<file path="config.mk">
export PLATFORM = sky130hd
export DESIGN_NAME = scik_cordic
export DESIGN_NICKNAME = d
export VERILOG_FILES = /design/src/hdl/scik_pkg.sv /design/src/hdl/scik_cordic.sv
export SDC_FILE = /design/constraint.sdc
export NUM_CORES = 1
export LEC_CHECK = 0
export ABC_CLOCK_PERIOD_IN_PS = 10900
export BUFFER_PORTS_ARGS = -buffer_cell sky130_fd_sc_hd__buf_2
export CAP_MARGIN = 10
export CORE_AREA = 2 2 309 311
export CTS_BUF_LIST = sky130_fd_sc_hd__clkbuf_8 sky130_fd_sc_hd__clkbuf_16
export CTS_CLUSTER_DIAMETER = 30
export DETAILED_ROUTE_END_ITERATION = 8
export DIE_AREA = 0 0 311 313
export PLACE_DENSITY = 0.52
export SLEW_MARGIN = 5
export SYNTH_ARGS = -nofsm -noshare
export SYNTH_HDL_FRONTEND = slang
export SYNTH_SLANG_ARGS = --single-unit
</file>
<file path="constraint.sdc">
create_clock -name clk -period 10.9 [get_ports clk]
set_input_delay 0.545 -clock clk [delete_from_list [all_inputs] [get_ports clk]]
set_output_delay 0.545 -clock clk [all_outputs]
set_load 0.02 [all_outputs]
</file>
<file path="src/hdl/scik_pkg.sv">
package scik_pkg;

  localparam int FRAC_BITS        = 16;
  localparam int CORDIC_ITERS_DEF = 18;
  localparam int ATAN_LEN         = 24;
  localparam int ANG_SHIFT        = 30 - FRAC_BITS;

  // CORDIC datapath widths: x/y hold inputs scaled by 2^20 plus gain growth.
  localparam int XW = 44;
  localparam int ZW = 38;

  localparam logic signed [ZW-1:0] PI_Q30      = 38'sd3373259426;
  localparam logic signed [ZW-1:0] HALF_PI_Q30 = 38'sd1686629713;
  localparam logic signed [ZW-1:0] TWO_PI_Q30  = 38'sd6746518852;
  localparam logic signed [XW-1:0] GAIN_Q30    = 44'sd652032874;

  localparam logic [17:0] LINK1_RST       = 18'd32768;
  localparam logic [17:0] LINK2_RST       = 18'd26214;
  localparam logic [15:0] ROT_STEP_RST    = 16'd3277;
  localparam logic [15:0] LIN_STEP_RST    = 16'd1638;
  localparam logic [15:0] GRIP_STEP_RST   = 16'd164;
  localparam logic [15:0] GRIP_TRAVEL_RST = 16'd1966;

  typedef enum logic [2:0] {
    CFG_LINK1       = 3'd0,
    CFG_LINK2       = 3'd1,
    CFG_ROT_STEP    = 3'd2,
    CFG_LIN_STEP    = 3'd3,
    CFG_GRIP_STEP   = 3'd4,
    CFG_GRIP_TRAVEL = 3'd5
  } cfg_idx_t;

  typedef enum logic [3:0] {
    ST_IDLE, ST_TICK, ST_NUM, ST_CHK, ST_DIV, ST_C2SQ, ST_SQRT, ST_KMUL,
    ST_ATAN_EL, ST_ATAN_T1, ST_ATAN_T2, ST_GOAL, ST_ROT1, ST_ROT2, ST_FKMUL, ST_OUT
  } st_t;

  typedef enum logic [2:0] {
    C_IDLE, C_REDUCE, C_WRAP, C_FOLD, C_ITER, C_DONE
  } cst_t;

  typedef struct packed {
    logic start;
    logic rotate;
  } cord_req_t;

  function automatic logic [31:0] atan_q30(input logic [4:0] idx);
    case (idx)
      5'd0:    return 32'd843314857;
      5'd1:    return 32'd497837829;
      5'd2:    return 32'd263043837;
      5'd3:    return 32'd133525159;
      5'd4:    return 32'd67021687;
      5'd5:    return 32'd33543516;
      5'd6:    return 32'd16775851;
      5'd7:    return 32'd8388437;
      5'd8:    return 32'd4194283;
      5'd9:    return 32'd2097149;
      5'd10:   return 32'd1048576;
      5'd11:   return 32'd524288;
      5'd12:   return 32'd262144;
      5'd13:   return 32'd131072;
      5'd14:   return 32'd65536;
      5'd15:   return 32'd32768;
      5'd16:   return 32'd16384;
      5'd17:   return 32'd8192;
      5'd18:   return 32'd4096;
      5'd19:   return 32'd2048;
      5'd20:   return 32'd1024;
      5'd21:   return 32'd512;
      5'd22:   return 32'd256;
      5'd23:   return 32'd128;
      default: return 32'd0;
    endcase
  endfunction

  function automatic logic signed [20:0] sat21(input logic signed [55:0] v);
    if (v > 56'sd1048575) begin
      return 21'sd1048575;
    end else if (v < -56'sd1048576) begin
      return 21'sh100000;
    end else begin
      return v[20:0];
    end
  endfunction

  // Move cur toward goal by at most step.
  function automatic logic signed [21:0] approach(input logic signed [21:0] cur,
                                                  input logic signed [21:0] goal,
                                                  input logic [15:0] step);
    logic signed [22:0] d;
    logic [22:0]        mag;
    logic signed [21:0] st;
    d   = 23'(goal) - 23'(cur);
    mag = (d < 0) ? 23'(-d) : 23'(d);
    st  = signed'({6'd0, step});
    if (mag <= {7'd0, step}) begin
      return goal;
    end else if (d > 0) begin
      return cur + st;
    end else begin
      return cur - st;
    end
  endfunction

endpackage

</file>
<file path="src/hdl/scik_cordic.sv">
module scik_cordic
  import scik_pkg::*;
#(
  parameter int ITERS = CORDIC_ITERS_DEF
) (
  input  logic               clk,
  input  logic               rst_n,
  input  cord_req_t          req,
  input  logic signed [21:0] x_in,
  input  logic signed [21:0] y_in,
  input  logic signed [22:0] ang_in,
  output logic               done,
  output logic signed [21:0] angle,
  output logic signed [32:0] cos_out,
  output logic signed [32:0] sin_out
);

  localparam int IW = $clog2(ATAN_LEN + 1);
  localparam logic signed [ZW-1:0] ANG_HALF = ZW'(1) <<< (ANG_SHIFT - 1);

  cst_t                 st_r, st_nxt;
  logic signed [XW-1:0] x_r, x_nxt, y_r, y_nxt;
  logic signed [ZW-1:0] z_r, z_nxt;
  logic                 neg_r, neg_nxt, rot_r, rot_nxt;
  logic [IW-1:0]        it_r, it_nxt;

  logic signed [XW-1:0] xs, ys, shx, shy;
  logic signed [ZW-1:0] at;
  logic                 ccw;

  always_ff @(posedge clk) begin
    if (!rst_n) begin
      st_r <= C_IDLE;
    end else begin
      st_r <= st_nxt;
    end
    x_r   <= x_nxt;
    y_r   <= y_nxt;
    z_r   <= z_nxt;
    neg_r <= neg_nxt;
    rot_r <= rot_nxt;
    it_r  <= it_nxt;
  end

  always_comb begin
    st_nxt  = st_r;
    x_nxt   = x_r;
    y_nxt   = y_r;
    z_nxt   = z_r;
    neg_nxt = neg_r;
    rot_nxt = rot_r;
    it_nxt  = it_r;
    done    = 1'b0;
    xs      = XW'(x_in) <<< 20;
    ys      = XW'(y_in) <<< 20;
    shx     = x_r >>> it_r;
    shy     = y_r >>> it_r;
    at      = signed'(ZW'(atan_q30(5'(it_r))));
    // Rotation mode steers on the residual angle, vectoring on the sign of y.
    ccw     = rot_r ? (z_r >= 0) : (y_r <= 0);
    case (st_r)
      C_IDLE: begin
        if (req.start) begin
          rot_nxt = req.rotate;
          neg_nxt = 1'b0;
          it_nxt  = '0;
          if (req.rotate) begin
            z_nxt  = ZW'(ang_in) <<< ANG_SHIFT;
            st_nxt = C_REDUCE;
          end else if (x_in == 0 && y_in == 0) begin
            x_nxt  = '0;
            y_nxt  = '0;
            z_nxt  = '0;
            st_nxt = C_DONE;
          end else if (x_in < 0) begin
            z_nxt  = (y_in >= 0) ? PI_Q30 : -PI_Q30;
            x_nxt  = -xs;
            y_nxt  = -ys;
            st_nxt = C_ITER;
          end else begin
            z_nxt  = '0;
            x_nxt  = xs;
            y_nxt  = ys;
            st_nxt = C_ITER;
          end
        end
      end
      C_REDUCE: begin
        // Remainder by two pi, truncated toward zero.
        if (z_r >= TWO_PI_Q30) begin
          z_nxt = z_r - TWO_PI_Q30;
        end else if (z_r <= -TWO_PI_Q30) begin
          z_nxt = z_r + TWO_PI_Q30;
        end else begin
          st_nxt = C_WRAP;
        end
      end
      C_WRAP: begin
        if (z_r > PI_Q30) begin
          z_nxt = z_r - TWO_PI_Q30;
        end else if (z_r < -PI_Q30) begin
          z_nxt = z_r + TWO_PI_Q30;
        end
        st_nxt = C_FOLD;
      end
      C_FOLD: begin
        if (z_r > HALF_PI_Q30) begin
          z_nxt   = z_r - PI_Q30;
          neg_nxt = 1'b1;
        end else if (z_r < -HALF_PI_Q30) begin
          z_nxt   = z_r + PI_Q30;
          neg_nxt = 1'b1;
        end
        x_nxt  = GAIN_Q30;
        y_nxt  = '0;
        st_nxt = C_ITER;
      end
      C_ITER: begin
        if (ccw) begin
          x_nxt = x_r - shy;
          y_nxt = y_r + shx;
          z_nxt = z_r - at;
        end else begin
          x_nxt = x_r + shy;
          y_nxt = y_r - shx;
          z_nxt = z_r + at;
        end
        if (it_r == IW'(ITERS - 1)) begin
          st_nxt = C_DONE;
        end else begin
          it_nxt = it_r + 1'b1;
        end
      end
      C_DONE: begin
        done   = 1'b1;
        st_nxt = C_IDLE;
      end
      default: st_nxt = C_IDLE;
    endcase
  end

  assign angle   = 22'((z_r + ANG_HALF) >>> ANG_SHIFT);
  assign cos_out = 33'(neg_r ? -x_r : x_r);
  assign sin_out = 33'(neg_r ? -y_r : y_r);

endmodule

</file>
Word level (Yosys, flattened, before mapping)
Memories as Yosys holds them, arrays and structs flattened. A register that Yosys moved wholly into a read port is not among the register bits.
Cells that the tools add are included.
{"block": "word_totals", "rom_bits": 960, "ram_bits": 0, "wordCells": 109, "out_inout_bits": 89, "mem_count": 1, "latchBits": 0, "regBits": 136, "in_bits": 71}
{"block": "classes", "shift": 2, "n_bitwise": 0, "reduce_logical": 14, "n_lt_le_gt_ge": 10, "mux": 44, "add_sub_neg": 16, "div_mod_pow": 0, "eq_ne": 15, "mul": 0}
{"memory": "(no name shown)", "depth": 32, "width": 30, "rd": 1, "rd_ports_with_merged_regs": 1, "write_ports": 0, "line": "scik_pkg.sv:48", "rtl": "case (idx)"}
{"op": "two-way mux 38 bit", "n": 12}
{"op": "two-way mux 44 bit", "n": 10}
{"op": "case mux 44 bit (3 select lines)", "n": 2}
{"op": "case mux 38 bit (5 select lines)", "n": 1}
{"op": "adder 44 bit", "n": 2}
{"op": "negation 42 -> 44 bit", "n": 2}
{"op": ">>> shifter 44 x 5 -> 44 bit", "n": 2}
{"op": "subtractor 44 bit", "n": 2}
{"op": "two-way mux 33 bit", "n": 2}
{"op": "negation 33 bit", "n": 2}
{"op": "logical NOT 32 bit", "n": 2}
{"op": "less-or-equal comparator 44 x 1 -> 1 bit, second input constant", "n": 1}
{"op": "adder 38 x 33 -> 38 bit", "n": 1}
{"op": "adder 38 x 33 -> 38 bit, second input constant", "n": 1}
{"op": "adder 38 x 34 -> 38 bit, second input constant", "n": 1}
{"op": "greater-or-equal comparator 38 x 1 -> 1 bit, second input constant", "n": 1}
{"op": "greater-or-equal comparator 38 x 34 -> 1 bit, second input constant", "n": 1}
{"op": "> comparator 38 x 32 -> 1 bit, second input constant", "n": 1}
{"op": "> comparator 38 x 33 -> 1 bit, second input constant", "n": 1}
{"op": "less-or-equal comparator 38 x 34 -> 1 bit, second input constant", "n": 1}
{"op": "less-than comparator 38 x 32 -> 1 bit, second input constant", "n": 1}
{"op": "less-than comparator 38 x 33 -> 1 bit, second input constant", "n": 1}
{"op": "subtractor 38 x 33 -> 38 bit", "n": 1}
{"op": "subtractor 38 x 33 -> 38 bit, second input constant", "n": 1}
{"op": "26 further kinds", "n": 49}

Longest topological paths before layout
{"block": "depth", "ltp_word": 7, "mapped_depth": 33, "depth_no_buf": 27}

Worst setup path before layout
No wires, ideal clock.
{"block": "synth_path", "kind": "flip-flop to flip-flop", "startpoint": "reg z_r[9]", "endpoint": "reg z_r[10] (enable)", "path_slack_ps": 1682, "period_less_slack_ps": 9218, "path_stages_with_launch": 9, "n_path_buf": 1, "arrival_ps": 8593, "path_cell_list": "edfxtp_1 > nor4bb_1 > o311ai_0 > a21oi_1 > o311ai_0 > a311oi_1 > clkbuf_1 > a2111oi_0 > a2111oi_0"}
{"block": "synth_between", "elab_chain_len": 3}
{"element": "from (decl)", "line": "scik_cordic.sv:23", "rtl": "logic signed [ZW-1:0] z_r, z_nxt;"}
{"element": "from (signal assigned)", "line": "scik_cordic.sv:39", "rtl": "z_r <= z_nxt;"}
{"element": "> comparator 38 x 32 -> 1 bit (tied with other cells)", "line": "scik_cordic.sv:107", "rtl": "if (z_r > HALF_PI_Q30) begin"}
{"element": "inequality test 3 bit (no line)"}
{"element": "AND reduction 5 bit (no line) *"}
Every way passes the cells marked *; elsewhere a longest branch is shown, timed or not.
A chain may end at the register's enable or synchronous reset.

Worst setup path after layout
{"block": "layout_path", "startpoint": "reg y_r[10]", "endpoint": "reg x_r[40] (data pin)"}
{"block": "layout_between", "elab_chain_len": 4}
{"element": "from (decl)", "line": "scik_cordic.sv:22", "rtl": "logic signed [XW-1:0] x_r, x_nxt, y_r, y_nxt;"}
{"element": "from (signal assigned)", "line": "scik_cordic.sv:38", "rtl": "y_r <= y_nxt;"}
{"element": ">>> shifter 44 x 5 -> 44 bit / less-or-equal comparator 44 x 1 -> 1 bit (equally long branches)", "line": "scik_cordic.sv:57, scik_cordic.sv:60"}
{"element": "adder 44 bit (tied with other cells)", "line": "scik_cordic.sv:124", "rtl": "x_nxt = x_r + shy;"}
{"element": "two-way mux 44 bit *", "line": "scik_cordic.sv:119", "rtl": "if (ccw) begin"}
{"element": "case mux 44 bit (3 select lines) *", "line": "scik_cordic.sv:61", "rtl": "case (st_r)"}
{"element": "via x_nxt[40]", "line": "scik_cordic.sv:22"}
{"element": "to (signal assigned)", "line": "scik_cordic.sv:37", "rtl": "x_r <= x_nxt;"}
{"element": "to (decl)", "line": "scik_cordic.sv:22"}
The timed path passes the listed nets; every way through them passes the cells marked *.

==> flow_metrics.tcl <==
set metrics [dict create \
    peakVddDrop_uv 173.9 \
    num-fill-cells 10160 \
    combPwrFrac_pct 78.7 \
    post-cts-setup-buffer-count 0 \
    dr.first_iter.drc_count 3333 \
    cts_root_buffer "clkbuf_16" \
    clock_sinks 166 \
    htreeDepth 4 \
    grt_max_degree 109 \
    min_to "st_r[2]" \
    path_class "reg -> reg" \
    reg2reg_depth 21 \
    skew_ns 0.02192 \
    hpwl_mm 84.99 \
    die-area_um2 97340 \
    first_global_vias 26160 \
    slowest_stage "o21ai_4" \
    final_core_util_pct 32.30 \
    rows 113 \
    synth_area_per_cell_um2 7.922 \
    grt_pass1_wl_mm 168.3 \
    period_needed_ns 7.748 \
    final_common_cell "nand2_1" \
    yosys_warnings 0 \
    dieWidth_um 311 \
    tightestPinTransition_ns 1.057 \
    postRouteAntennaNets 0 \
    switching_share_pct 56.16 \
    clockBufferDepth 2 \
    syn_nets 3759 \
    r2r-end "x_r[40]" \
    coreArea_um2 94160 \
    hp-class "in -> reg" \
    grtUsageTotal_pct 22.15 \
    io-pin-count 160 \
    fin_setup_tns_ns 0 \
    insertion_delay_ns 0.52 \
    firstDrtPassIters 6 \
    hold_viol_final 0 \
    dp_cells 4773 \
    seqPwrFrac_pct 14.8 \
    pwr-share-clk_pct 6.5 \
    finalNonFillerCells 4805 \
    route.detailed.drc 0 \
    p_leak_uw 0.01145 \
    cts-buffers-inserted 17 \
    synth_edf_count 133 \
    status "complete, no violations" \
    grt_overflow 0 \
    cts_hold_buf 0 \
    antennaDiodeCount 0 \
    dr_total_vias 28630 \
    synth_cell_type_count 101 \
    syn-cell-area_um2 27960 \
    cp.arrival_ns 7.99 \
    nNetsFinal 3757 \
    clkSlewWorstSetupHoldPaths_ns 0.09 \
    critical-path-top-delay-family "compound AO/OA/AOI/OAI gates" \
    portBuffers 159 \
    r2r_slack_ns 3.15 \
    cp-start-kind "flip-flop" \
    slowest_delay_ns 0.64 \
    cap_violations 0 \
    end_kind "flip-flop" \
    p_switching_uw 5921 \
    critPathRequiredTime_ns 11.15 \
    min_path_cells 2 \
    vias_per_cell 5.958 \
    yosys_most_used_dff "edfxtp_1" \
    tritoncts "yes" \
    r2r_start "y_r[10]" \
    die-height_um 313 \
    slew_violations 0 \
    fmax_ghz 0.1291 \
    setup_viol 0 \
    place.gp.congestion 0.9634 \
    crit_chain "or4_1 > or3_1 > or2_2 > nand3b_1 > or4_1 > o21ai_4 > buf_4 > nor2_1 > xor2_1 > ha_1 > nor2b_1 > o31ai_1 > a2bb2oi_1 > a2111o_1 > nand3_1 > o21ai_0 > a311o_1 > a21o_1 > and4_1 > o31ai_1 > o21ai_0" \
    synthCells 3529 \
    wl_per_cell_um 23.26 \
    final_cell_mix "nand2_1 (372), o21ai_0 (271), nor2_1 (267), a21oi_1 (267), xnor2_1 (203)" \
    drive_gt1_share_pct 13.31 \
    cp.depth 21 \
    rsz0062_at_grt "no" \
    slew_headroom_pct 29.13 \
    area_growth_pct 8.795 \
    path_max_fanout 42 \
    intPower_uw 4621 \
    wirelength_mm 111.8 \
    antenna_found_initial 9 \
    post_cts_resized 0 \
    synth_seq_cells 166 \
    start_util_pct 29.69 \
    min_from "rst_n" \
    p_per_area_nw_per_um2 346.6 \
    period_share_pct 71.08 \
    crit_buf_inv 1 \
    ys_seq_area_share_pct 16.65 \
    async_flop_share_pct 0 \
]
## cells in the mapped netlist, types with 12 or more instances
master | instances | share of area (%)
a2111oi_0 | 12 | 0.38
a211oi_1 | 26 | 0.70
a21o_1 | 61 | 1.6
a21oi_1 | 267 | 4.8
a221oi_1 | 32 | 1.0
a22o_1 | 12 | 0.38
a22oi_1 | 15 | 0.40
a31oi_1 | 42 | 0.94
and2_1 | 32 | 0.72
and3_1 | 40 | 0.90
buf_1 | 30 | 0.40
buf_6 | 14 | 0.56
clkbuf_1 | 184 | 2.5
dfxtp_1 | 33 | 2.4
edfxtp_1 | 133 | 14
ha_1 | 156 | 7.0
inv_1 | 73 | 0.98
mux2_2 | 48 | 1.9
mux2i_1 | 75 | 2.7
mux4_1 | 13 | 1.2
mux4_2 | 89 | 7.2
nand2_1 | 373 | 5.0
nand2b_1 | 51 | 1.1
nand3_1 | 78 | 1.4
nand4_1 | 28 | 0.63
nor2_1 | 267 | 3.6
nor2b_1 | 41 | 0.92
nor3_1 | 87 | 1.6
nor3b_1 | 20 | 0.54
nor4_1 | 30 | 0.67
o211ai_1 | 43 | 1.2
o21a_1 | 32 | 0.86
o21ai_0 | 274 | 4.9
o21bai_1 | 12 | 0.32
o221ai_1 | 15 | 0.47
o22ai_1 | 59 | 1.3
o31ai_1 | 63 | 1.7
o41ai_1 | 16 | 0.50
or2_2 | 21 | 0.47
or3_1 | 37 | 0.83
or4_1 | 27 | 0.73
xnor2_1 | 203 | 6.4
xor2_1 | 166 | 5.2
## state kept, by name, summed over array words and instances, names as in the netlist
name and flops:
x_r 44, y_r 44, z_r 38, at 30, it_r 5, st_r 3
neg_r 1, rot_r 1
## cells by family (layout without fill, tap and decap cells)
group           Yosys count  in the layout  share of synthesized area [%]
fa+ha+maj               159            159                          7.197
xor+xnor                369            369                          11.56
compound gates         1102           1102                          25.52
simple gates           1175           1175                          20.51
buf+inv                 328            339                          5.219
mux                     230            230                          13.34
flops                   166            166                          16.65
## area by class of cell
type	instances	area [um2]	share of cell area [%]
Timing Repair Buffer	231	1349	4.435
Tap cell	1265	1583	5.204
Clock inverter	15	196.4	0.6459
Sequential cell	166	4654	15.30
Clock buffer	17	425.4	1.399
Multi-Input combinational cell	3035	21920	72.07
Inverter	76	286.5	0.9421
## worst max-delay path by stage
stage                          to    start
after floorplan           z_r[10]   z_r[9]
after global placement    x_r[42]  y_r[10]
after detailed placement  x_r[40]  y_r[10]
after CTS                 x_r[40]  y_r[10]
after global routing      x_r[40]  y_r[10]
final                     x_r[40]  y_r[10]
## routing by layer
metal / wire length [um] / GRT usage, % / up-vias / share of wire (%)
met5: 98 / 0 / - / 0.088
met1: 50390 / 31.53 / 13810 / 45
met4: 3504 / 7.202 / 18 / 3.1
met2: 48880 / 33.96 / 1293 / 44
met3: 8907 / 3.672 / 174 / 8.0
li1: - / - / 13340 / -
## metrics by stage
stage	instance area (um2)	power [uW]	worst slack, ns	hold slack, ns
floorplan	27960	7550	1.682	0.6106
global placement	29790	9706	3.377	0.6593
detailed placement	29790	9680	3.246	0.6764
CTS	30410	10430	3.235	0.2421
global route	30410	11400	2.636	0.2644
finish	30410	10540	3.152	0.2732
## worst reg2reg max path, stage by stage (launching register included)
cell and delay [ns]:
edfxtp_1 0.54, or4_1 0.62, or3_1 0.34, or2_2 0.33
nand3b_1 0.21, or4_1 0.62, o21ai_4 0.64, buf_4 0.53
nor2_1 0.15, xor2_1 0.16, ha_1 0.32, nor2b_1 0.16
o31ai_1 0.35, a2bb2oi_1 0.25, a2111o_1 0.44, nand3_1 0.16
o21ai_0 0.31, a311o_1 0.51, a21o_1 0.26, and4_1 0.22
o31ai_1 0.24, o21ai_0 0.13
## power groups by stage
stage | Sequential [uW] | Combinational (uW) | Clock (uW)
CTS | 1540 | 8190 | 702
detailed placement | 1550 | 8130 | 0
global placement | 1550 | 8160 | 0
global route | 1580 | 9090 | 724
floorplan | 1200 | 6350 | 0
finish | 1560 | 8300 | 688
Power figures use the tool's default switching activity.
